==> src/rtl/awg_command_player_assert.svh <==
// ----------------------------------------------------------------------------
// Assertion macros for the command player
// Clocked, reset-qualified implication checks used by awgcp_out.
// ----------------------------------------------------------------------------
`ifndef AWG_COMMAND_PLAYER_ASSERT_SVH
`define AWG_COMMAND_PLAYER_ASSERT_SVH

// Same-cycle implication: when ante holds, cons must hold too.
`define AWGCP_ASSERT_IMP(lbl, clk, rst_n, ante, cons) \
	lbl: assert property (@(posedge clk) disable iff (!rst_n) (ante) |-> (cons)) \
		else $error("awgcp assertion failed");

// Next-cycle implication: when ante holds, cons must hold in the next cycle.
`define AWGCP_ASSERT_NXT(lbl, clk, rst_n, ante, cons) \
	lbl: assert property (@(posedge clk) disable iff (!rst_n) (ante) |=> (cons)) \
		else $error("awgcp assertion failed");

`endif

==> src/rtl/awgcp_pkg.sv <==
// ----------------------------------------------------------------------------
// awgcp_pkg
// Widths, command codes, types and helpers of the command player.
// ----------------------------------------------------------------------------
package awgcp_pkg;

	localparam int WAVE_BITS  = 16;
	localparam int PTR_BITS   = 10;
	localparam int MEM_DEPTH  = 1 << PTR_BITS;
	localparam int DATA_BYTES = (WAVE_BITS + 7) / 8;
	localparam int ADDR_BYTES = (PTR_BITS + 7) / 8;
	localparam int MAX_BYTES  = (DATA_BYTES > ADDR_BYTES) ? DATA_BYTES : ADDR_BYTES;
	localparam int ASM_W      = 8 * MAX_BYTES;
	localparam int SAMPLE_W   = 16;
	localparam int BEATS      = 8;
	localparam int BEAT_W     = 3;

	localparam logic [31:0] WAVE_BITS_WORD = 32'(WAVE_BITS);
	localparam logic [31:0] PTR_BITS_WORD  = 32'(PTR_BITS);

	localparam logic [7:0] BYTE_RESET = 8'hEE;
	localparam logic [7:0] BYTE_ESC   = 8'h55;
	localparam logic [7:0] CMD_START  = 8'hF0;
	localparam logic [7:0] CMD_STOP   = 8'hF1;
	localparam logic [7:0] CMD_WIDTHS = 8'hF2;
	localparam logic [7:0] CMD_LOAD   = 8'hF3;
	localparam logic [7:0] CMD_LENGTH = 8'hF4;
	localparam logic [7:0] CMD_STATUS = 8'hF5;

	typedef enum logic [1:0] {
		PH_IDLE,
		PH_LENGTH,
		PH_LOAD
	} phase_t;

	typedef enum logic [1:0] {
		OP_SAMPLE,
		OP_STATUS,
		OP_WIDTHS
	} op_t;

	typedef struct packed {
		logic valid;
		op_t  op;
		logic status;
	} res_req_t;

	typedef struct packed {
		logic                 en;
		logic [PTR_BITS-1:0]  addr;
		logic [WAVE_BITS-1:0] data;
	} mem_wr_t;

	typedef struct packed {
		logic                en;
		logic [PTR_BITS-1:0] addr;
	} mem_rd_t;

	// Byte of the width reply: data width word first, then address width word,
	// each little-endian.
	function automatic logic [7:0] width_reply_byte(logic [BEAT_W-1:0] beat);
		logic [31:0] w;
		w = beat[2] ? PTR_BITS_WORD : WAVE_BITS_WORD;
		return w[{beat[1:0], 3'b000} +: 8];
	endfunction

endpackage

==> src/rtl/awgcp_parser.sv <==
// ----------------------------------------------------------------------------
// awgcp_parser
// Byte parser, command decode, load/length assembly and playback pointer.
// ----------------------------------------------------------------------------
module awgcp_parser (
	input  logic                 clk,
	input  logic                 arst_n,
	input  logic                 accept,
	input  logic                 kind,
	input  logic [7:0]           byte_value,
	output awgcp_pkg::mem_wr_t   wr,
	output awgcp_pkg::mem_rd_t   rd,
	output awgcp_pkg::res_req_t  req
);

	localparam int AW = awgcp_pkg::PTR_BITS;
	localparam int DW = awgcp_pkg::WAVE_BITS;
	localparam int AS = awgcp_pkg::ASM_W;

	logic                esc_q, esc_d;
	awgcp_pkg::phase_t   phase_q, phase_d;
	logic [1:0]          bcnt_q, bcnt_d;
	logic [AS-1:0]       asm_q, asm_d, asm_shift;
	logic [AW-1:0]       len_q, len_d;
	logic [AW-1:0]       wa_q, wa_d;
	logic                running_q, running_d;
	logic [AW-1:0]       play_q, play_d;
	logic [2:0]          need;

	assign asm_shift = AS'({asm_q, byte_value});
	assign need = (phase_q == awgcp_pkg::PH_LENGTH) ? 3'(awgcp_pkg::ADDR_BYTES)
	                                                : 3'(awgcp_pkg::DATA_BYTES);

	always_comb begin
		esc_d     = esc_q;
		phase_d   = phase_q;
		bcnt_d    = bcnt_q;
		asm_d     = asm_q;
		len_d     = len_q;
		wa_d      = wa_q;
		running_d = running_q;
		play_d    = play_q;
		wr        = '0;
		rd        = '0;
		req       = '0;
		if (accept) begin
			if (kind) begin
				if (running_q) begin
					rd.en     = 1'b1;
					rd.addr   = play_q;
					req.valid = 1'b1;
					req.op    = awgcp_pkg::OP_SAMPLE;
					play_d    = (play_q == len_q) ? '0 : play_q + 1'b1;
				end
			end else if (!esc_q && byte_value == awgcp_pkg::BYTE_RESET) begin
				esc_d   = 1'b0;
				phase_d = awgcp_pkg::PH_IDLE;
				bcnt_d  = '0;
				asm_d   = '0;
			end else if (!esc_q && byte_value == awgcp_pkg::BYTE_ESC) begin
				esc_d = 1'b1;
			end else begin
				esc_d = 1'b0;
				case (phase_q)
					awgcp_pkg::PH_IDLE: begin
						case (byte_value)
							awgcp_pkg::CMD_START: begin
								running_d = 1'b1;
								play_d    = '0;
							end
							awgcp_pkg::CMD_STOP: begin
								running_d = 1'b0;
							end
							awgcp_pkg::CMD_WIDTHS: begin
								req.valid = 1'b1;
								req.op    = awgcp_pkg::OP_WIDTHS;
							end
							awgcp_pkg::CMD_LOAD: begin
								phase_d = awgcp_pkg::PH_LOAD;
								bcnt_d  = '0;
								asm_d   = '0;
								wa_d    = '0;
							end
							awgcp_pkg::CMD_LENGTH: begin
								phase_d = awgcp_pkg::PH_LENGTH;
								bcnt_d  = '0;
								asm_d   = '0;
							end
							awgcp_pkg::CMD_STATUS: begin
								req.valid  = 1'b1;
								req.op     = awgcp_pkg::OP_STATUS;
								req.status = running_q;
							end
							default: ;
						endcase
					end
					awgcp_pkg::PH_LENGTH, awgcp_pkg::PH_LOAD: begin
						if ({1'b0, bcnt_q} + 3'd1 < need) begin
							bcnt_d = bcnt_q + 2'd1;
							asm_d  = asm_shift;
						end else begin
							bcnt_d = '0;
							asm_d  = '0;
							if (phase_q == awgcp_pkg::PH_LENGTH) begin
								len_d   = asm_shift[AW-1:0];
								phase_d = awgcp_pkg::PH_IDLE;
							end else begin
								wr.en   = 1'b1;
								wr.addr = wa_q;
								wr.data = asm_shift[DW-1:0];
								if (wa_q == len_q) begin
									wa_d    = '0;
									phase_d = awgcp_pkg::PH_IDLE;
								end else begin
									wa_d = wa_q + 1'b1;
								end
							end
						end
					end
					default: begin
						phase_d = awgcp_pkg::PH_IDLE;
					end
				endcase
			end
		end
	end

	always_ff @(posedge clk or negedge arst_n) begin
		if (!arst_n) begin
			esc_q     <= 1'b0;
			phase_q   <= awgcp_pkg::PH_IDLE;
			bcnt_q    <= '0;
			asm_q     <= '0;
			len_q     <= '0;
			wa_q      <= '0;
			running_q <= 1'b0;
			play_q    <= '0;
		end else begin
			esc_q     <= esc_d;
			phase_q   <= phase_d;
			bcnt_q    <= bcnt_d;
			asm_q     <= asm_d;
			len_q     <= len_d;
			wa_q      <= wa_d;
			running_q <= running_d;
			play_q    <= play_d;
		end
	end

endmodule

==> config.mk <==
export PLATFORM = sky130hd
export DESIGN_NAME = awgcp_parser
export DESIGN_NICKNAME = d
export VERILOG_FILES = /design/src/rtl/awg_command_player_assert.svh /design/src/rtl/awgcp_pkg.sv /design/src/rtl/awgcp_parser.sv
export SDC_FILE = /design/constraint.sdc
export NUM_CORES = 1
export LEC_CHECK = 0
export ABC_AREA = 1
export BUFFER_PORTS_ARGS = -buffer_cell sky130_fd_sc_hd__buf_4
export CAP_MARGIN = 40
export CORE_MARGIN = 5
export CORE_UTILIZATION = 62
export CTS_BUF_LIST = sky130_fd_sc_hd__clkbuf_16
export CTS_CLUSTER_DIAMETER = 120
export DETAILED_ROUTE_END_ITERATION = 6
export GPL_TIMING_DRIVEN = 1
export PLACE_DENSITY = 0.87
export SYNTH_ARGS = -nofsm -noshare
export SYNTH_HDL_FRONTEND = slang
export SYNTH_SLANG_ARGS = --single-unit
==> constraint.sdc <==
create_clock -name clk -period 2.5 [get_ports clk]
set_input_delay 0.125 -clock clk [delete_from_list [all_inputs] [get_ports clk]]
set_output_delay 0.125 -clock clk [all_outputs]
set_load 0.005 [all_outputs]
==> metrics <==
Residual DRC 0; WL/cell 13.31 µm; setup_tns 0 ns; flops & latches, synth 44; fmax 459.5 MHz; GRT overflow 0; Netlist cell types 30; Hold Vio Cnt, Final 0; clk_skew 0.003737 ns; CTS Buffer Depth 2; vias in the first global route 3275; clk_lat worst skew 0.28 ns; drt via density 5.320; worst-path fanout max 27; Die Wd 82.83 µm; via count 3346; area growth from synthesis to final layout 16.44%; CTS H-Tree Depth 2; pwr/cell area 555.5 mW/mm²; Global Route met2 Usage 44.17%; RSZ-0062 raised after global routing no; Port Buffers 53; GP Congestion around 0.98; clk slew on worst S/H paths 0.06 ns; worst hold start byte_value[0]; worst r2r path cells 10; max_slew headroom 62.90%; busiest grt layer met2; Final Non-Filler Cells 629; RR Startpoint phase_q[0]$_DFFE_PN0P_; antenna diode instance count 0; first-pass GRT wire length approximately 15000 µm; crit path DAT 2.05 ns; setup ws final between 0.3 and 0.4 ns; storage element area 0.001101 mm²; drt first pass iters 5; status finished clean; Mean Syn Cell Area 6.422 µm²; antenna-violating nets left 0; Core Rows 26; Inserted Clock Buffers 5; register area share after synthesis between 30% and 40%; Syn Inst Count around 510; Core Area 0.005140 mm²; initial antenna violation count 0; fraction of layout cells with a size suffix above 1 between 10% and 20%; I/O pins 54; area of the multi-input gates ~0.0018 mm²; routed wire length 8370 µm; minimum clock period 2.176 ns; Die ar. 0.006860 mm²; Synth warnings 0; Worst Hold Path Cells 2; crit start category flip-flop; Critical Path RT 2.38 ns; fin. max-slew vios 0; initial core utilization between 60% and 70%; Setup crit start phase_q[0]$_DFFE_PN0P_; Clock Sinks 44; mapped cell area 0.003288 mm²; fill count 418; hold crit path type input pin to flip-flop; met3 Resource Use GR 5.050%; Max-Cap Viols 0; Syn Nets 530; Final HPWL DP 6250 µm; overall routing resource usage between 20% and 30%; final net count 576; drt first-iter violations about 320; kind of critical path flip-flop to primary output; Leak Pwr 1.956 nW; CP Capture Type primary output; dpl ws 0.3514 ns; Post-CTS Setup Bufs 0; final setup vio count 0; fin crit share 87.06%; Die Span Y 82.83 µm; GR Util met1 30.72%; CTS tree done; Worst Tran Pin Value 0.5565 ns; worst vdd ir 0.0005222 V; Root Buffer clkbuf_16; largest net degree at the start of global routing 45; cell total after placement 620
final timing paths:
path                                    endpoint  slack, ns
hold reg to reg             asm_q[3]$_DFFE_PN0P_       0.47
min in group asynchronous    wa_q[2]$_DFFE_PN0P_       0.38
hold / removal             running_q$_DFFE_PN0P_       0.06
setup / recovery                          wr[24]       0.32
setup reg to reg             wa_q[4]$_DFFE_PN0P_       0.44
max in group asynchronous   len_q[6]$_DFFE_PN0P_       1.74
cell usage in the layout, fill, tap and decap left out, types with 9 or more instances in the layout:
cell     count
dfrtp_1     44
inv_1       66
buf_4       54
xor2_1      13
nand3_1     46
nor2_1      93
o21ai_1     10
inv_2        9
nand2_1    156
power breakdown:
| part | internal [mW] | switching (mW) | leakage [nW] | total [mW] |
|---|---|---|---|---|
| Combinational | 0.210 | 0.410 | 1.33 | 0.619 |
| Clock | 0.363 | 0.262 | 0.0687 | 0.625 |
| Sequential | 0.801 | 0.0821 | 0.553 | 0.883 |
| Total | 1.37 | 0.754 | 1.96 | 2.13 |
cell usage after synthesis:
library cell | n | area share (%)
nand2_1 | 156 | 18
nor2_1 | 93 | 11
inv_1 | 65 | 7.4
nand3_1 | 46 | 7.0
dfrtp_1 | 44 | 33
xor2_1 | 13 | 3.5
o21ai_1 | 10 | 1.5
buf_2 | 9 | 1.4
inv_2 | 9 | 1.0
nand2_2 | 7 | 1.3
nand3b_1 | 7 | 1.6
o21ai_0 | 7 | 1.1
ha_1 | 6 | 2.3
nand4_1 | 5 | 0.95
nor2_2 | 5 | 0.95
nor2_4 | 5 | 1.7
nor3_1 | 5 | 0.76
buf_4 | 3 | 0.68
buf_6 | 3 | 1.0
a21oi_1 | 2 | 0.30
nand3_4 | 2 | 1.1
xnor2_1 | 2 | 0.53
a21oi_4 | 1 | 0.49
and3_1 | 1 | 0.19
clkbuf_1 | 1 | 0.11
clkinv_1 | 1 | 0.11
nand3_2 | 1 | 0.30
nor3_2 | 1 | 0.30
o21a_1 | 1 | 0.23
o21ai_2 | 1 | 0.27
through the flow:
step,cell area (µm²),power (mW),hold slack (ns),util (%)
floorplan,3288,1.352,-0.1706,-
global placement,3676,1.479,0.1578,71.52
detailed placement,3676,1.500,0.1552,71.52
CTS,3826,2.127,0.05557,74.44
global route,3829,2.267,0.07119,74.49
finish,3829,2.127,0.05921,74.49
sequential cells by signal, indices dropped and copies added, names as in the netlist:
register	cells
asm_q	8
bcnt_q	2
esc_q	1
len_q	10
phase_q	2
play_q	10
running_q	1
wa_q	10
critical path: stages, from the launching register on:
cell and delay [ns]:
dfrtp_1 0.37, inv_1 0.05, ha_2 0.44, inv_1 0.09, nor2_1 0.18, nand3_4 0.30, nor2_1 0.20, buf_4 0.13
cell type report:
class / count / share of cell area (%)
inverter: 75 / 7.353
clock buffer: 5 / 3.268
multi-input combinational: 377 / 47.09
tap: 70 / 2.288
timing repair buffer: 55 / 10.85
sequential: 44 / 28.76
clock inverter: 3 / 0.3922
cell families (layout without fill, tap and decap cells):
family	Yosys count	after routing	synth area share (%)
and+or+nand+nor	334	334	44.60
AOI/OAI and AO/OA	22	22	3.882
adders and majority gates	6	6	2.283
buffers and inverters	91	138	11.76
DFF	44	44	33.49
xor gates and xnor gates	15	15	3.996
what timing repair did:
| action | in CTS | in global routing |
|---|---|---|
| setup endpoints to repair | 0 | 3 |
| gates resized for setup | 0 | 1 |
| endpoints found under the hold margin | 44 | 0 |
| hold buffers | 1 | 0 |
metal layers:
metal,wire (µm),vias to the layer above
met4,175,0
met1,3456,1519
met3,635,20
li1,-,1657
met2,4103,150
met5,0,-
No activity file was read; power rests on OpenSTA's default activity.
