**config.mk**
```make
export PLATFORM = sky130hd
export DESIGN_NAME = awgcp_out_flat
export DESIGN_NICKNAME = d
export VERILOG_FILES = /design/src/rtl/awgcp_pkg.sv /design/src/rtl/awgcp_res_if.sv /design/src/rtl/awgcp_out.sv /design/src/flat_wrapper.sv
export VERILOG_INCLUDE_DIRS = /design/src /design/src/rtl
export SDC_FILE = /design/constraint.sdc
export NUM_CORES = 1
export LEC_CHECK = 0
export BUFFER_PORTS_ARGS = -buffer_cell sky130_fd_sc_hd__buf_4
export CORE_UTILIZATION = 45
export CTS_CLUSTER_SIZE = 10
export DETAILED_ROUTE_END_ITERATION = 7
export PLACE_DENSITY = 0.79
export SYNTH_ARGS = -nofsm -noshare
export SYNTH_HDL_FRONTEND = slang
export SYNTH_SLANG_ARGS = --single-unit
```
**constraint.sdc**
```tcl
create_clock -name clk -period 2.8 [get_ports clk]
set_input_delay 0.28 -clock clk [delete_from_list [all_inputs] [get_ports clk]]
set_output_delay 0.28 -clock clk [all_outputs]
set_load 0.01 [all_outputs]
```
**src/rtl/awg_command_player_assert.svh**
```systemverilog
// ----------------------------------------------------------------------------
// Assertion macros for the command player
// Clocked, reset-qualified implication checks used by awgcp_out.
// ----------------------------------------------------------------------------
`ifndef AWG_COMMAND_PLAYER_ASSERT_SVH
`define AWG_COMMAND_PLAYER_ASSERT_SVH

// Same-cycle implication: when ante holds, cons must hold too.
`define AWGCP_ASSERT_IMP(lbl, clk, rst_n, ante, cons) \
	lbl: assert property (@(posedge clk) disable iff (!rst_n) (ante) |-> (cons)) \
		else $error("awgcp assertion failed");

// Next-cycle implication: when ante holds, cons must hold in the next cycle.
`define AWGCP_ASSERT_NXT(lbl, clk, rst_n, ante, cons) \
	lbl: assert property (@(posedge clk) disable iff (!rst_n) (ante) |=> (cons)) \
		else $error("awgcp assertion failed");

`endif

```
**src/rtl/awgcp_pkg.sv**
```systemverilog
// ----------------------------------------------------------------------------
// awgcp_pkg
// Widths, command codes, types and helpers of the command player.
// ----------------------------------------------------------------------------
package awgcp_pkg;

	localparam int WAVE_BITS  = 16;
	localparam int PTR_BITS   = 10;
	localparam int MEM_DEPTH  = 1 << PTR_BITS;
	localparam int DATA_BYTES = (WAVE_BITS + 7) / 8;
	localparam int ADDR_BYTES = (PTR_BITS + 7) / 8;
	localparam int MAX_BYTES  = (DATA_BYTES > ADDR_BYTES) ? DATA_BYTES : ADDR_BYTES;
	localparam int ASM_W      = 8 * MAX_BYTES;
	localparam int SAMPLE_W   = 16;
	localparam int BEATS      = 8;
	localparam int BEAT_W     = 3;

	localparam logic [31:0] WAVE_BITS_WORD = 32'(WAVE_BITS);
	localparam logic [31:0] PTR_BITS_WORD  = 32'(PTR_BITS);

	localparam logic [7:0] BYTE_RESET = 8'hEE;
	localparam logic [7:0] BYTE_ESC   = 8'h55;
	localparam logic [7:0] CMD_START  = 8'hF0;
	localparam logic [7:0] CMD_STOP   = 8'hF1;
	localparam logic [7:0] CMD_WIDTHS = 8'hF2;
	localparam logic [7:0] CMD_LOAD   = 8'hF3;
	localparam logic [7:0] CMD_LENGTH = 8'hF4;
	localparam logic [7:0] CMD_STATUS = 8'hF5;

	typedef enum logic [1:0] {
		PH_IDLE,
		PH_LENGTH,
		PH_LOAD
	} phase_t;

	typedef enum logic [1:0] {
		OP_SAMPLE,
		OP_STATUS,
		OP_WIDTHS
	} op_t;

	typedef struct packed {
		logic valid;
		op_t  op;
		logic status;
	} res_req_t;

	typedef struct packed {
		logic                 en;
		logic [PTR_BITS-1:0]  addr;
		logic [WAVE_BITS-1:0] data;
	} mem_wr_t;

	typedef struct packed {
		logic                en;
		logic [PTR_BITS-1:0] addr;
	} mem_rd_t;

	// Byte of the width reply: data width word first, then address width word,
	// each little-endian.
	function automatic logic [7:0] width_reply_byte(logic [BEAT_W-1:0] beat);
		logic [31:0] w;
		w = beat[2] ? PTR_BITS_WORD : WAVE_BITS_WORD;
		return w[{beat[1:0], 3'b000} +: 8];
	endfunction

endpackage

```
**src/rtl/awgcp_res_if.sv**
```systemverilog
// ----------------------------------------------------------------------------
// awgcp_res_if
// Output channel: reply bytes and played samples with valid/ready.
// ----------------------------------------------------------------------------
interface awgcp_res_if;
	logic        valid;
	logic        ready;
	logic        result_kind;
	logic [7:0]  reply_byte;
	logic signed [15:0] sample_out;
	logic        last;

	modport source (output valid, result_kind, reply_byte, sample_out, last, input ready);
	modport sink   (input valid, result_kind, reply_byte, sample_out, last, output ready);
endinterface

```
**src/rtl/awgcp_out.sv**
```systemverilog
// ----------------------------------------------------------------------------
// awgcp_out
// Result stage and output register; expands the width reply into eight items.
// ----------------------------------------------------------------------------
`include "awg_command_player_assert.svh"

module awgcp_out (
	input  logic                              clk,
	input  logic                              arst_n,
	input  logic                              accept,
	input  awgcp_pkg::res_req_t               req,
	input  logic [awgcp_pkg::WAVE_BITS-1:0]   rd_data,
	output logic                              ready,
	awgcp_res_if.source                       res
);

	localparam int BW = awgcp_pkg::BEAT_W;

	logic                 valid_s1;
	awgcp_pkg::op_t       op_s1;
	logic                 status_s1;
	logic [BW-1:0]        beat_q;
	logic                 out_valid_q;
	logic                 kind_q;
	logic [7:0]           reply_q;
	logic [awgcp_pkg::SAMPLE_W-1:0] sample_q;
	logic                 last_q;
	logic                 out_free, widths_last, emit, s1_done;
	logic [7:0]           reply_d;

	assign out_free    = !out_valid_q || res.ready;
	assign widths_last = (beat_q == BW'(awgcp_pkg::BEATS - 1));
	assign emit        = valid_s1 && out_free;
	assign s1_done     = emit && (op_s1 != awgcp_pkg::OP_WIDTHS || widths_last);
	assign ready       = !valid_s1 || s1_done;

	always_comb begin
		case (op_s1)
			awgcp_pkg::OP_STATUS: reply_d = {7'd0, status_s1};
			awgcp_pkg::OP_WIDTHS: reply_d = awgcp_pkg::width_reply_byte(beat_q);
			default:              reply_d = 8'd0;
		endcase
	end

	always_ff @(posedge clk or negedge arst_n) begin
		if (!arst_n) begin
			valid_s1    <= 1'b0;
			beat_q      <= '0;
			out_valid_q <= 1'b0;
		end else begin
			if (accept) begin
				valid_s1 <= req.valid;
			end else if (s1_done) begin
				valid_s1 <= 1'b0;
			end
			if (emit && op_s1 == awgcp_pkg::OP_WIDTHS) begin
				beat_q <= widths_last ? '0 : beat_q + 1'b1;
			end
			if (emit) begin
				out_valid_q <= 1'b1;
			end else if (res.ready) begin
				out_valid_q <= 1'b0;
			end
		end
	end

	always_ff @(posedge clk) begin
		if (accept && req.valid) begin
			op_s1     <= req.op;
			status_s1 <= req.status;
		end
		if (emit) begin
			kind_q   <= (op_s1 == awgcp_pkg::OP_SAMPLE);
			reply_q  <= reply_d;
			sample_q <= (op_s1 == awgcp_pkg::OP_SAMPLE) ?
			            awgcp_pkg::SAMPLE_W'($signed(rd_data)) : '0;
			last_q   <= (op_s1 != awgcp_pkg::OP_WIDTHS) || widths_last;
		end
	end

	assign res.valid       = out_valid_q;
	assign res.result_kind = kind_q;
	assign res.reply_byte  = reply_q;
	assign res.sample_out  = sample_q;
	assign res.last        = last_q;

	`AWGCP_ASSERT_IMP(a_beat_owner, clk, arst_n, beat_q != '0, valid_s1 && op_s1 == awgcp_pkg::OP_WIDTHS)
	`AWGCP_ASSERT_NXT(a_beat_step, clk, arst_n, emit && op_s1 == awgcp_pkg::OP_WIDTHS && !widths_last, beat_q == $past(beat_q) + 1'b1)
	`AWGCP_ASSERT_IMP(a_sample_last, clk, arst_n, out_valid_q && kind_q, last_q)

endmodule

```
**src/flat_wrapper.sv**
```systemverilog
// flat-port wrapper written by rule: the top's interface ports become plain ports
module awgcp_out_flat 
  (clk, arst_n, accept, req, rd_data, ready, res_valid, res_result_kind, res_reply_byte, res_sample_out, res_last, res_ready);
  awgcp_res_if res_i ();
  input  logic clk;
  input  logic arst_n;
  input  logic accept;
  input  awgcp_pkg::res_req_t req;
  input  logic [awgcp_pkg::WAVE_BITS-1:0] rd_data;
  output logic ready;
  output wire logic [$bits(res_i.valid)-1:0] res_valid;
  output wire logic [$bits(res_i.result_kind)-1:0] res_result_kind;
  output wire logic [$bits(res_i.reply_byte)-1:0] res_reply_byte;
  output wire logic [$bits(res_i.sample_out)-1:0] res_sample_out;
  output wire logic [$bits(res_i.last)-1:0] res_last;
  input wire logic [$bits(res_i.ready)-1:0] res_ready;
  assign res_valid = res_i.valid;
  assign res_result_kind = res_i.result_kind;
  assign res_reply_byte = res_i.reply_byte;
  assign res_sample_out = res_i.sample_out;
  assign res_last = res_i.last;
  assign res_i.ready = res_ready;
  awgcp_out u_core (.clk(clk), .arst_n(arst_n), .accept(accept), .req(req), .rd_data(rd_data), .ready(ready), .res(res_i));
endmodule
```
==> results of run 1 <==
[state kept, by name, summed over array words and instances (netlist names)]
| name | count |
|---|---|
| u_core.res.reply_byte | 3 |
| u_core.res.sample_out | 16 |
| u_core.res.result_kind | 1 |
| u_core.beat_q | 3 |
| u_core.res.last | 1 |
| u_core.status_s1 | 1 |
| u_core.valid_s1 | 1 |
| u_core.res.valid | 1 |
| u_core.op_s1 | 2 |
[stage by stage]
stage	setup slack [ns]	hold WS, ns
floorplan	1.37	-0.0156
global placement	1.23	0.0838
detailed placement	1.16	0.0827
CTS	0.804	0.126
global route	0.756	0.117
finish	0.831	0.139
[Yosys cell counts]
master / n
a21bo_2: 1
and2_1: 17
and2_2: 1
and3_1: 1
and3_4: 1
buf_4: 5
clkbuf_1: 1
conb_1: 1
dfrtp_1: 5
edfxtp_1: 24
ha_1: 5
inv_1: 3
mux2_4: 3
nand2b_1: 1
nand2b_4: 1
nand4bb_1: 1
nor2_1: 3
nor2b_1: 1
o21bai_1: 1
or2b_1: 1
[worst max-delay path by stage]
stage | startpoint | endpoint | slack (ns) | cells after the start
finish | u_core.beat_q[0] | ready | 0.83 | 5
global route | u_core.beat_q[0] | ready | 0.76 | 5
CTS | u_core.beat_q[0] | ready | 0.80 | 5
detailed placement | u_core.beat_q[0] | ready | 1.16 | 5
global placement | u_core.beat_q[0] | ready | 1.23 | 5
floorplan | u_core.beat_q[0] | ready | 1.37 | 4
[final cells by class]
class	count	area, um2
Fill cell	197	892
Sequential cell	29	846
Timing Repair Buffer	48	363
Multi-Input combinational cell	42	328
Clock buffer	6	41.3
Tap cell	30	37.5
Inverter	3	11.3
Clock inverter	1	3.75
[what timing repair did]
item	4_1_cts	5_1_grt
setup endpoints to repair	0	0
hold endpoints to repair	5	0
hold buffers	1	0
gates resized for setup	0	0
[per-layer routing]
metal	up-vias	track usage [%]	part of all wire, %	wire [um]
met5	-	0	0	0
met4	0	9.21	2.2	42
met1	344	14.7	39	739
met2	40	26.5	49	937
met3	7	6.21	10	194
li1	360	-	-	-
[where the power goes]
| part | switching [mW] | internal (mW) |
|---|---|---|
| clock | 0.128 | 0.0909 |
| combinational | 0.0762 | 0.116 |
| sequential | 0.0296 | 0.519 |
| total | 0.233 | 0.726 |
[logic make-up after synthesis]
family	share of synthesized area, %
adders and majority gates	5.15
buffers and inverters	4.33
and+or+nand+nor	15.4
DFF	69.6
muxes	3.71
AOI/OAI and AO/OA	1.44
other	0.309
==> out/summary.log, run 1 <==
INFO  final_layout   diodes=0
INFO  global_route   grt_usage=15.2%
INFO  placement      dpl.hpwl=1450um
INFO  clocking       ctsRootBufferMaster=clkbuf_4
INFO  placement      dpl-instance-area=0.00158mm2
INFO  job            maxCapViolCount=0
INFO  placement      numPlacedInstances=151
INFO  setup_path     path_buf_inv=1
INFO  clocking       tritoncts=done
INFO  setup_path     worstReg2RegStart=u_core.beat_q[0]
INFO  setup_path     rr_endpoint=u_core.valid_s1
INFO  timing         min_period_over_period=70.3%
INFO  setup_path     timing.critical_path.cells=ha_1, ha_1, nand2b_1, a21bo_2, buf_4
INFO  floorplan      dieWidth=54.0um
INFO  placement      gpl.final_weighted_congestion=0.738
INFO  clocking       clkSinkCount=29
INFO  drt            drt-initial-drc-count=5
INFO  synthesis      post_synth_num_cell_types=20
INFO  global_route   globalRouteOverflowTotal=0
INFO  timing         finalMaxSlewViolations=0
INFO  timing         finalHoldViolCount=0
INFO  final_layout   layout.cells.non_filler=159
INFO  global_route   number_of_antenna_violations_at_the_first_check_in_global_routing=0
INFO  floorplan      io_pins=52
INFO  placement      number_of_buffer_cells_added_on_primary_ports=47
INFO  setup_path     critPathTopFamily=adder cells
INFO  drt            post_drt_wl_per_cell=12.0um
INFO  timing         finalSetupTns=0ns
INFO  timing         rsz0062_at_grt=false
INFO  clocking       htree_num_levels=2
INFO  synthesis      post_synth_instance_area=0.00121mm2
INFO  hold_path      worstHoldPathCells=1
INFO  setup_path     worstRegToRegCells=5
INFO  synthesis      portion_of_synthesized_cell_area_occupied_by_the_leading_cell_type=59.3%
INFO  hold_path      min_delay_worst_endpoint=u_core.status_s1
INFO  synthesis      synth.area.top_cells=edfxtp_1 59%, dfrtp_1 10%, and2_1 8.8%, ha_1 5.1%, mux2_4 3.7%
INFO  synthesis      synth_top_area_cell=edfxtp_1
INFO  drt            route.vias.total=751
INFO  setup_path     worstPathArrival=1.69ns
INFO  final_layout   drive_above_1_share=45.7%
INFO  drt            drt-vias-per-instance=4.72
INFO  setup_path     critical_path.max_fanout=4
INFO  floorplan      placement_rows=18
INFO  final_layout   layout.core_utilization=64.6%
INFO  pwr            worst_ir_drop_vdd=0.000440V
INFO  setup_path     setup.worst_path.start_class=flip-flop
INFO  global_route   wire_length_of_the_first_global_routing_pass=2880um
INFO  floorplan      initial_utilization=48.2%
INFO  floorplan      design.core.area=0.00252mm2
INFO  hold_path      holdCritStartpoint=req[0]
INFO  setup_path     critical_path.endpoint_type=output port
INFO  final_layout   final_cell_mix=47 x buf_4, 24 x edfxtp_1, 17 x and2_1
INFO  final_layout   final_common_cell=buf_4
INFO  final_layout   design_area=0.00163mm2
INFO  drt            route.detailed.drc=0
INFO  hold_path      timing.hold.worst.class=input pin to flip-flop
INFO  global_route   maximum_number_of_pins_on_one_net_before_global_route_repair=22
INFO  setup_path     ff2ff_setup_slack=1.38ns
INFO  global_route   first_global_vias=718
INFO  timing         final_period_minus_worst_setup_slack=1.97ns
INFO  setup_path     worst_ep_required_time=2.52ns
INFO  synthesis      yosys_warnings=0
INFO  timing         fmax=0.508GHz
INFO  drt            drtPass1Iterations=4
INFO  pwr            leakagePower=0.731nW
INFO  final_layout   final_nets=158
INFO  setup_path     worst_path_class_setup=flip-flop to output port
INFO  clocking       cts.clk_slew.worst_paths=0.08ns
INFO  drt            postRouteAntennaNets=0
INFO  clocking       cts_inserted_buffers=5
INFO  clocking       ctsLongestPathBuffers=2
INFO  pwr            power.density_cell_area=588mW/mm2
INFO  final_layout   area_growth=34.2%
INFO  synthesis      netlist_instances=77
INFO  setup_path     critical-path-max-stage-delay=0.42ns
INFO  floorplan      die_height=54.0um
INFO  pwr            p_total=0.959mW
INFO  timing         final-setup-viol-count=0
INFO  timing         fin_skew=0.00386ns
INFO  setup_path     cp_max_stage_cell=dfrtp_1
INFO  setup_path     critPathMostFrequentCell=ha_1
INFO  floorplan      fp.dieArea=0.00291mm2
INFO  clocking       cts_setup_buffers=0
INFO  synthesis      syn_area_per_cell=15.8um2
INFO  drt            postRouteWirelength=1910um
INFO  run_status     outcome=completed
INFO  clocking       clock_latency=0.31ns
INFO  synthesis      postSynthRegisterBits=29
INFO  synthesis      synth_sequential_area_ratio=69.6%
No activity file was read; power rests on OpenSTA's default activity.
==> run 2, diff against run 1 <==
--- a/config.mk
+++ b/config.mk
@@ -7,10 +7,10 @@
 export NUM_CORES = 1
 export LEC_CHECK = 0
 export BUFFER_PORTS_ARGS = -buffer_cell sky130_fd_sc_hd__buf_4
-export CORE_UTILIZATION = 45
+export CORE_UTILIZATION = 42
 export CTS_CLUSTER_SIZE = 10
 export DETAILED_ROUTE_END_ITERATION = 7
-export PLACE_DENSITY = 0.79
+export PLACE_DENSITY = 0.78
 export SYNTH_ARGS = -nofsm -noshare
 export SYNTH_HDL_FRONTEND = slang
 export SYNTH_SLANG_ARGS = --single-unit
==> constraint.sdc (replaced) <==
create_clock -name clk -period 1.75 [get_ports clk]
set_input_delay 0.175 -clock clk [delete_from_list [all_inputs] [get_ports clk]]
set_output_delay 0.175 -clock clk [all_outputs]
set_load 0.01 [all_outputs]
==> out/summary.log, run 2 (synthesis gave the netlist of run 1 again) <==
INFO  final_layout   diodes=0
INFO  drt            postRouteAntennaNets=0
INFO  final_layout   final_common_cell=buf_4
INFO  clocking       ctsLongestPathBuffers=2
INFO  floorplan      io_pins=52
INFO  floorplan      initial_utilization=44.1%
INFO  hold_path      timing.hold.worst.class=input pin to flip-flop
INFO  global_route   globalRouteOverflowTotal=0
INFO  drt            route.detailed.drc=0
INFO  timing         fmax=0.576GHz
INFO  clocking       clock_latency=0.32ns
INFO  placement      gpl.final_weighted_congestion=0.679
INFO  hold_path      holdCritStartpoint=req[1]
INFO  placement      numPlacedInstances=152
INFO  drt            drtPass1Iterations=3
INFO  final_layout   multi_input_area=357um2
INFO  floorplan      dieWidth=55.8um
INFO  clocking       htree_num_levels=2
INFO  final_layout   layout.area.seq=846um2
INFO  timing         min_period_over_period=99.2%
INFO  placement      number_of_buffer_cells_added_on_primary_ports=47
INFO  setup_path     path_buf_inv=1
INFO  pwr            power.density_cell_area=973mW/mm2
INFO  floorplan      die_height=55.8um
INFO  global_route   maximum_number_of_pins_on_one_net_before_global_route_repair=22
INFO  global_route   wire_length_of_the_first_global_routing_pass=3290um
INFO  setup_path     worstRegToRegCells=6
INFO  setup_path     worstPathArrival=1.56ns
INFO  timing         fin_skew=0.00919ns
INFO  drt            drt-initial-drc-count=6
INFO  setup_path     worst_ep_required_time=1.57ns
INFO  setup_path     critical_path.endpoint_type=output port
INFO  drt            drt-vias-per-instance=4.69
INFO  setup_path     ff2ff_setup_slack=0.30ns
INFO  final_layout   final_nets=163
INFO  setup_path     rr_endpoint=u_core.valid_s1
INFO  setup_path     timing.critical_path.cells=ha_2, ha_4, nand2b_4, a21bo_4, buf_6
INFO  pwr            leakagePower=0.757nW
INFO  setup_path     critPathTopFamily=flip-flops
INFO  final_layout   largest_register_ff_count=16
INFO  setup_path     worstReg2RegStart=u_core.beat_q[0]
INFO  setup_path     cp_max_stage_cell=dfrtp_1
INFO  timing         rsz0062_at_grt=true
INFO  clocking       tritoncts=done
INFO  setup_path     critical-path-max-stage-delay=0.40ns
INFO  timing         finalMaxSlewViolations=0
INFO  drt            post_drt_wl_per_cell=12.9um
INFO  clocking       cts_inserted_buffers=5
INFO  pwr            worst_ir_drop_vdd=0.000828V
INFO  clocking       cts.clk_slew.worst_paths=0.09ns
INFO  timing         finalHoldViolCount=0
INFO  final_layout   drive_above_1_share=50.0%
INFO  final_layout   nFillCells=209
INFO  placement      dpl.hpwl=1500um
INFO  clocking       clkSinkCount=29
INFO  floorplan      placement_rows=19
INFO  job            maxCapViolCount=0
INFO  setup_path     worst_path_class_setup=flip-flop to output port
INFO  global_route   number_of_antenna_violations_at_the_first_check_in_global_routing=0
INFO  floorplan      design.core.area=0.00276mm2
INFO  setup_path     setup.worst_path.start_class=flip-flop
INFO  drt            postRouteWirelength=2130um
INFO  global_route   first_global_vias=725
INFO  floorplan      fp.dieArea=0.00311mm2
INFO  setup_path     critical_path.max_fanout=3
INFO  final_layout   layout.cells.non_filler=165
INFO  global_route   grt_usage=14.6%
INFO  final_layout   area_growth=40.1%
INFO  hold_path      min_delay_worst_endpoint=u_core.op_s1[0]
INFO  timing         final-setup-viol-count=0
INFO  timing         final_period_minus_worst_setup_slack=1.74ns
INFO  drt            route.vias.total=774
INFO  final_layout   final_cell_mix=51 x buf_4, 24 x edfxtp_1, 17 x and2_1
INFO  pwr            p_total=1.66mW
INFO  clocking       ctsRootBufferMaster=clkbuf_4
INFO  run_status     outcome=completed
INFO  hold_path      worstHoldPathCells=1
## run 2: cell count changes in the layout (fill, tap and decap cells not counted)
cell      delta
a21bo_2      -1
a21bo_4      +1
buf_4        +4
buf_6        +1
ha_1         -2
ha_2         +1
ha_4         +1
nand2b_1     -1
nand2b_4     +1
## run 2: per-layer routing
| metal | up-vias | global-route usage [%] | routed length, um |
|---|---|---|---|
| met4 | 0 | 6.07 | 25 |
| met2 | 44 | 24.1 | 1070 |
| li1 | 368 | - | - |
| met5 | - | 0 | 0 |
| met3 | 4 | 8.84 | 230 |
| met1 | 358 | 14.9 | 800 |
## run 2: cell type report
class | instances | area share (%)
Sequential cell | 29 | 49.7
Clock buffer | 6 | 2.43
Tap cell | 31 | 2.28
Inverter | 3 | 0.662
Timing Repair Buffer | 53 | 23.8
Clock inverter | 1 | 0.221
Multi-Input combinational cell | 42 | 21.0
## run 2: worst max-delay path by stage
stage / slack (ns) / to / from / depth (start not counted)
finish: 0.01 / ready / u_core.beat_q[0] / 5
global route: -0.05 / ready / u_core.beat_q[0] / 5
CTS: 0.004 / ready / u_core.beat_q[1] / 5
detailed placement: 0.22 / ready / u_core.beat_q[0] / 5
global placement: 0.28 / ready / u_core.beat_q[0] / 5
floorplan: 0.42 / u_core.valid_s1 / u_core.beat_q[0] / 5
## run 2: metrics by stage
step                      instance area, um2  TNS [ns]  setup slack, ns  hold WS, ns  util (%)
final                                   1700         0           0.0135       0.0340      61.7
after global routing                    1700   -0.0454          -0.0454       0.0136      61.7
after CTS                               1670         0          0.00410       0.0232      60.5
after detailed placement                1580         0            0.225      -0.0189      57.2
after global placement                  1580         0            0.284      -0.0216      57.2
after floorplan                         1230         0            0.417       -0.121         -
## run 2: what timing repair did
action / CTS / global route
setup endpoints to repair: 1 / 1
hold buffers: 1 / 0
hold endpoints to repair: 5 / 0
gates resized for setup: 4 / 2
buffers inserted: 2 / 3
pin swaps: 1 / 2
## run 2: where the power goes
part	total, mW	internal, mW	switching, mW	leakage, nW
logic	0.423	0.261	0.162	0.440
registers	0.881	0.830	0.0505	0.292
clock network	0.352	0.145	0.206	0.0258
==> run 3, diff against run 2 <==
--- a/config.mk
+++ b/config.mk
@@ -8,6 +8,7 @@
 export LEC_CHECK = 0
 export BUFFER_PORTS_ARGS = -buffer_cell sky130_fd_sc_hd__buf_4
 export CORE_UTILIZATION = 42
+export CTS_BUF_LIST = sky130_fd_sc_hd__clkbuf_16
 export CTS_CLUSTER_SIZE = 10
 export DETAILED_ROUTE_END_ITERATION = 7
 export PLACE_DENSITY = 0.78
==> constraint.sdc (replaced) <==
create_clock -name clk -period 1.4 [get_ports clk]
set_input_delay 0.14 -clock clk [delete_from_list [all_inputs] [get_ports clk]]
set_output_delay 0.14 -clock clk [all_outputs]
set_load 0.01 [all_outputs]
==> out/summary.log, run 3 (synthesis gave the netlist of run 1 again) <==
INFO  floorplan      dieWidth=55.8um
INFO  global_route   grt_usage=14.9%
INFO  global_route   number_of_antenna_violations_at_the_first_check_in_global_routing=0
INFO  floorplan      io_pins=52
INFO  drt            drt-initial-drc-count=14
INFO  placement      preCtsSetupSlack=-0.0520ns
INFO  clocking       cts.clk_slew.worst_paths=0.05ns
INFO  timing         holdWs=0.0473ns
INFO  final_layout   final_cell_mix=50 x buf_4, 24 x edfxtp_1, 17 x and2_1
INFO  clocking       clkSinkCount=29
INFO  final_layout   design_area=0.00181mm2
INFO  drt            postRouteWirelength=2080um
INFO  setup_path     worstRegToRegCells=4
INFO  setup_path     critical-path-max-stage-delay=0.38ns
INFO  setup_path     cp_max_stage_cell=dfrtp_1
INFO  pwr            leakagePower=0.806nW
INFO  setup_path     worst_ep_required_time=1.26ns
INFO  clocking       tritoncts=done
INFO  placement      numPlacedInstances=155
INFO  setup_path     worst_path_class_setup=flip-flop to output port
INFO  timing         worst_slack=-0.194ns
INFO  drt            route.vias.total=777
INFO  timing         fin_skew=0.00187ns
INFO  setup_path     path_buf_inv=1
INFO  setup_path     ff2ff_setup_slack=0.05ns
INFO  timing         rsz0062_at_grt=true
INFO  timing         fmax=0.627GHz
INFO  final_layout   layout.core_utilization=65.8%
INFO  placement      gpl.final_weighted_congestion=0.706
INFO  setup_path     worstPathArrival=1.45ns
INFO  setup_path     critical_path.endpoint_type=output port
INFO  timing         finalHoldViolCount=0
INFO  clocking       ctsLongestPathBuffers=2
INFO  hold_path      timing.hold.worst.class=input pin to flip-flop
INFO  final_layout   area_growth=49.3%
INFO  placement      dpl-instance-area=0.00161mm2
INFO  run_status     violations=negative setup slack
INFO  pwr            power.density_cell_area=1420mW/mm2
INFO  final_layout   final_common_cell=buf_4
INFO  setup_path     critPathTopFamily=flip-flops
INFO  final_layout   nFillCells=199
INFO  placement      dpl.hpwl=1460um
INFO  final_layout   final_nets=163
INFO  pwr            worst_ir_drop_vdd=0.00117V
INFO  final_layout   multi_input_area=365um2
INFO  timing         final-setup-viol-count=1
INFO  clocking       ctsRootBufferMaster=clkbuf_16
INFO  timing         final_period_minus_worst_setup_slack=1.59ns
INFO  setup_path     logic_depth_of_the_worst_setup_path_including_buffers=5
INFO  final_layout   layout.area.seq=846um2
INFO  drt            post_drt_wl_per_cell=12.5um
INFO  timing         finalMaxSlewViolations=0
INFO  pwr            p_total=2.58mW
INFO  setup_path     rr_endpoint=u_core.beat_q[0]
INFO  global_route   globalRouteOverflowTotal=0
INFO  final_layout   drive_above_1_share=51.1%
INFO  setup_path     worstReg2RegStart=u_core.op_s1[0]
INFO  clocking       htree_num_levels=2
INFO  floorplan      initial_utilization=44.1%
INFO  job            maxCapViolCount=0
INFO  drt            route.detailed.drc=0
INFO  timing         finalSetupTns=-0.194ns
INFO  floorplan      fp.dieArea=0.00311mm2
INFO  setup_path     cp-startpoint=u_core.beat_q[0]
INFO  floorplan      placement_rows=19
INFO  setup_path     setup.worst_path.start_class=flip-flop
INFO  drt            drt-vias-per-instance=4.68
INFO  floorplan      design.core.area=0.00276mm2
INFO  drt            drtPass1Iterations=3
INFO  global_route   maximum_number_of_pins_on_one_net_before_global_route_repair=22
INFO  clocking       cts_inserted_buffers=5
INFO  setup_path     critical_path.max_fanout=2
INFO  run_status     outcome=finished with violations
INFO  drt            postRouteAntennaNets=0
INFO  setup_path     timing.critical_path.cells=ha_2, ha_4, nand2b_4, a21bo_2, buf_6
INFO  clocking       clock_latency=0.27ns
INFO  global_route   first_global_vias=753
INFO  final_layout   largest_register_ff_count=16
INFO  setup_path     critPathCapture=ready
INFO  global_route   wire_length_of_the_first_global_routing_pass=3350um
INFO  final_layout   diodes=0
INFO  floorplan      die_height=55.8um
INFO  final_layout   layout.cells.non_filler=166
INFO  placement      number_of_buffer_cells_added_on_primary_ports=47
INFO  timing         min_period_over_period=114%
-- run 3: final cells by class --
| class | instances | share of cell area, % |
|---|---|---|
| clock inverter | 3 | 0.621 |
| inverter | 3 | 0.621 |
| multi-input combinational | 42 | 20.1 |
| clock buffer | 5 | 6.90 |
| timing repair buffer | 53 | 23.0 |
| sequential | 29 | 46.6 |
| tap | 31 | 2.14 |
-- run 3: worst register-to-register path, stage by stage, from the launching register on --
cell and delay (ns):
edfxtp_1 0.39, inv_1 0.14, ha_4 0.18, and3_4 0.21, mux2_4 0.31
-- run 3: what timing repair did --
action	CTS	global route
endpoints found under the setup margin	1	4
resized for setup	6	2
pin swaps	2	1
endpoints found under the hold margin	5	0
hold buffers	1	0
buffers inserted	2	0
-- run 3: how the worst min path moves through the flow --
stage          startpoint                to  slack (ns)  cells past startpoint
2_1_floorplan      arst_n  u_core.beat_q[0]       -0.16                      0
3_3_place_gp       arst_n  u_core.res.valid       -0.06                      1
3_5_place_dp       arst_n  u_core.res.valid       -0.06                      1
4_1_cts            req[1]   u_core.op_s1[0]        0.04                      1
5_1_grt            req[0]  u_core.status_s1        0.04                      1
6_report           req[1]   u_core.op_s1[0]        0.05                      1
-- run 3: power breakdown --
| part | switching, mW | leakage [nW] | total (mW) | internal, mW |
|---|---|---|---|---|
| combinational | 0.193 | 0.440 | 0.521 | 0.328 |
| clock | 0.319 | 0.0738 | 0.953 | 0.634 |
| sequential | 0.0616 | 0.292 | 1.10 | 1.04 |
-- run 3: layer usage --
| layer | vias to the layer above | global-route usage (%) | wire (um) |
|---|---|---|---|
| li1 | 369 | - | - |
| met1 | 357 | 15.8 | 808 |
| met2 | 45 | 23.8 | 1000 |
| met3 | 6 | 6.28 | 211 |
| met4 | 0 | 10.7 | 57 |
| met5 | - | 0 | 0 |
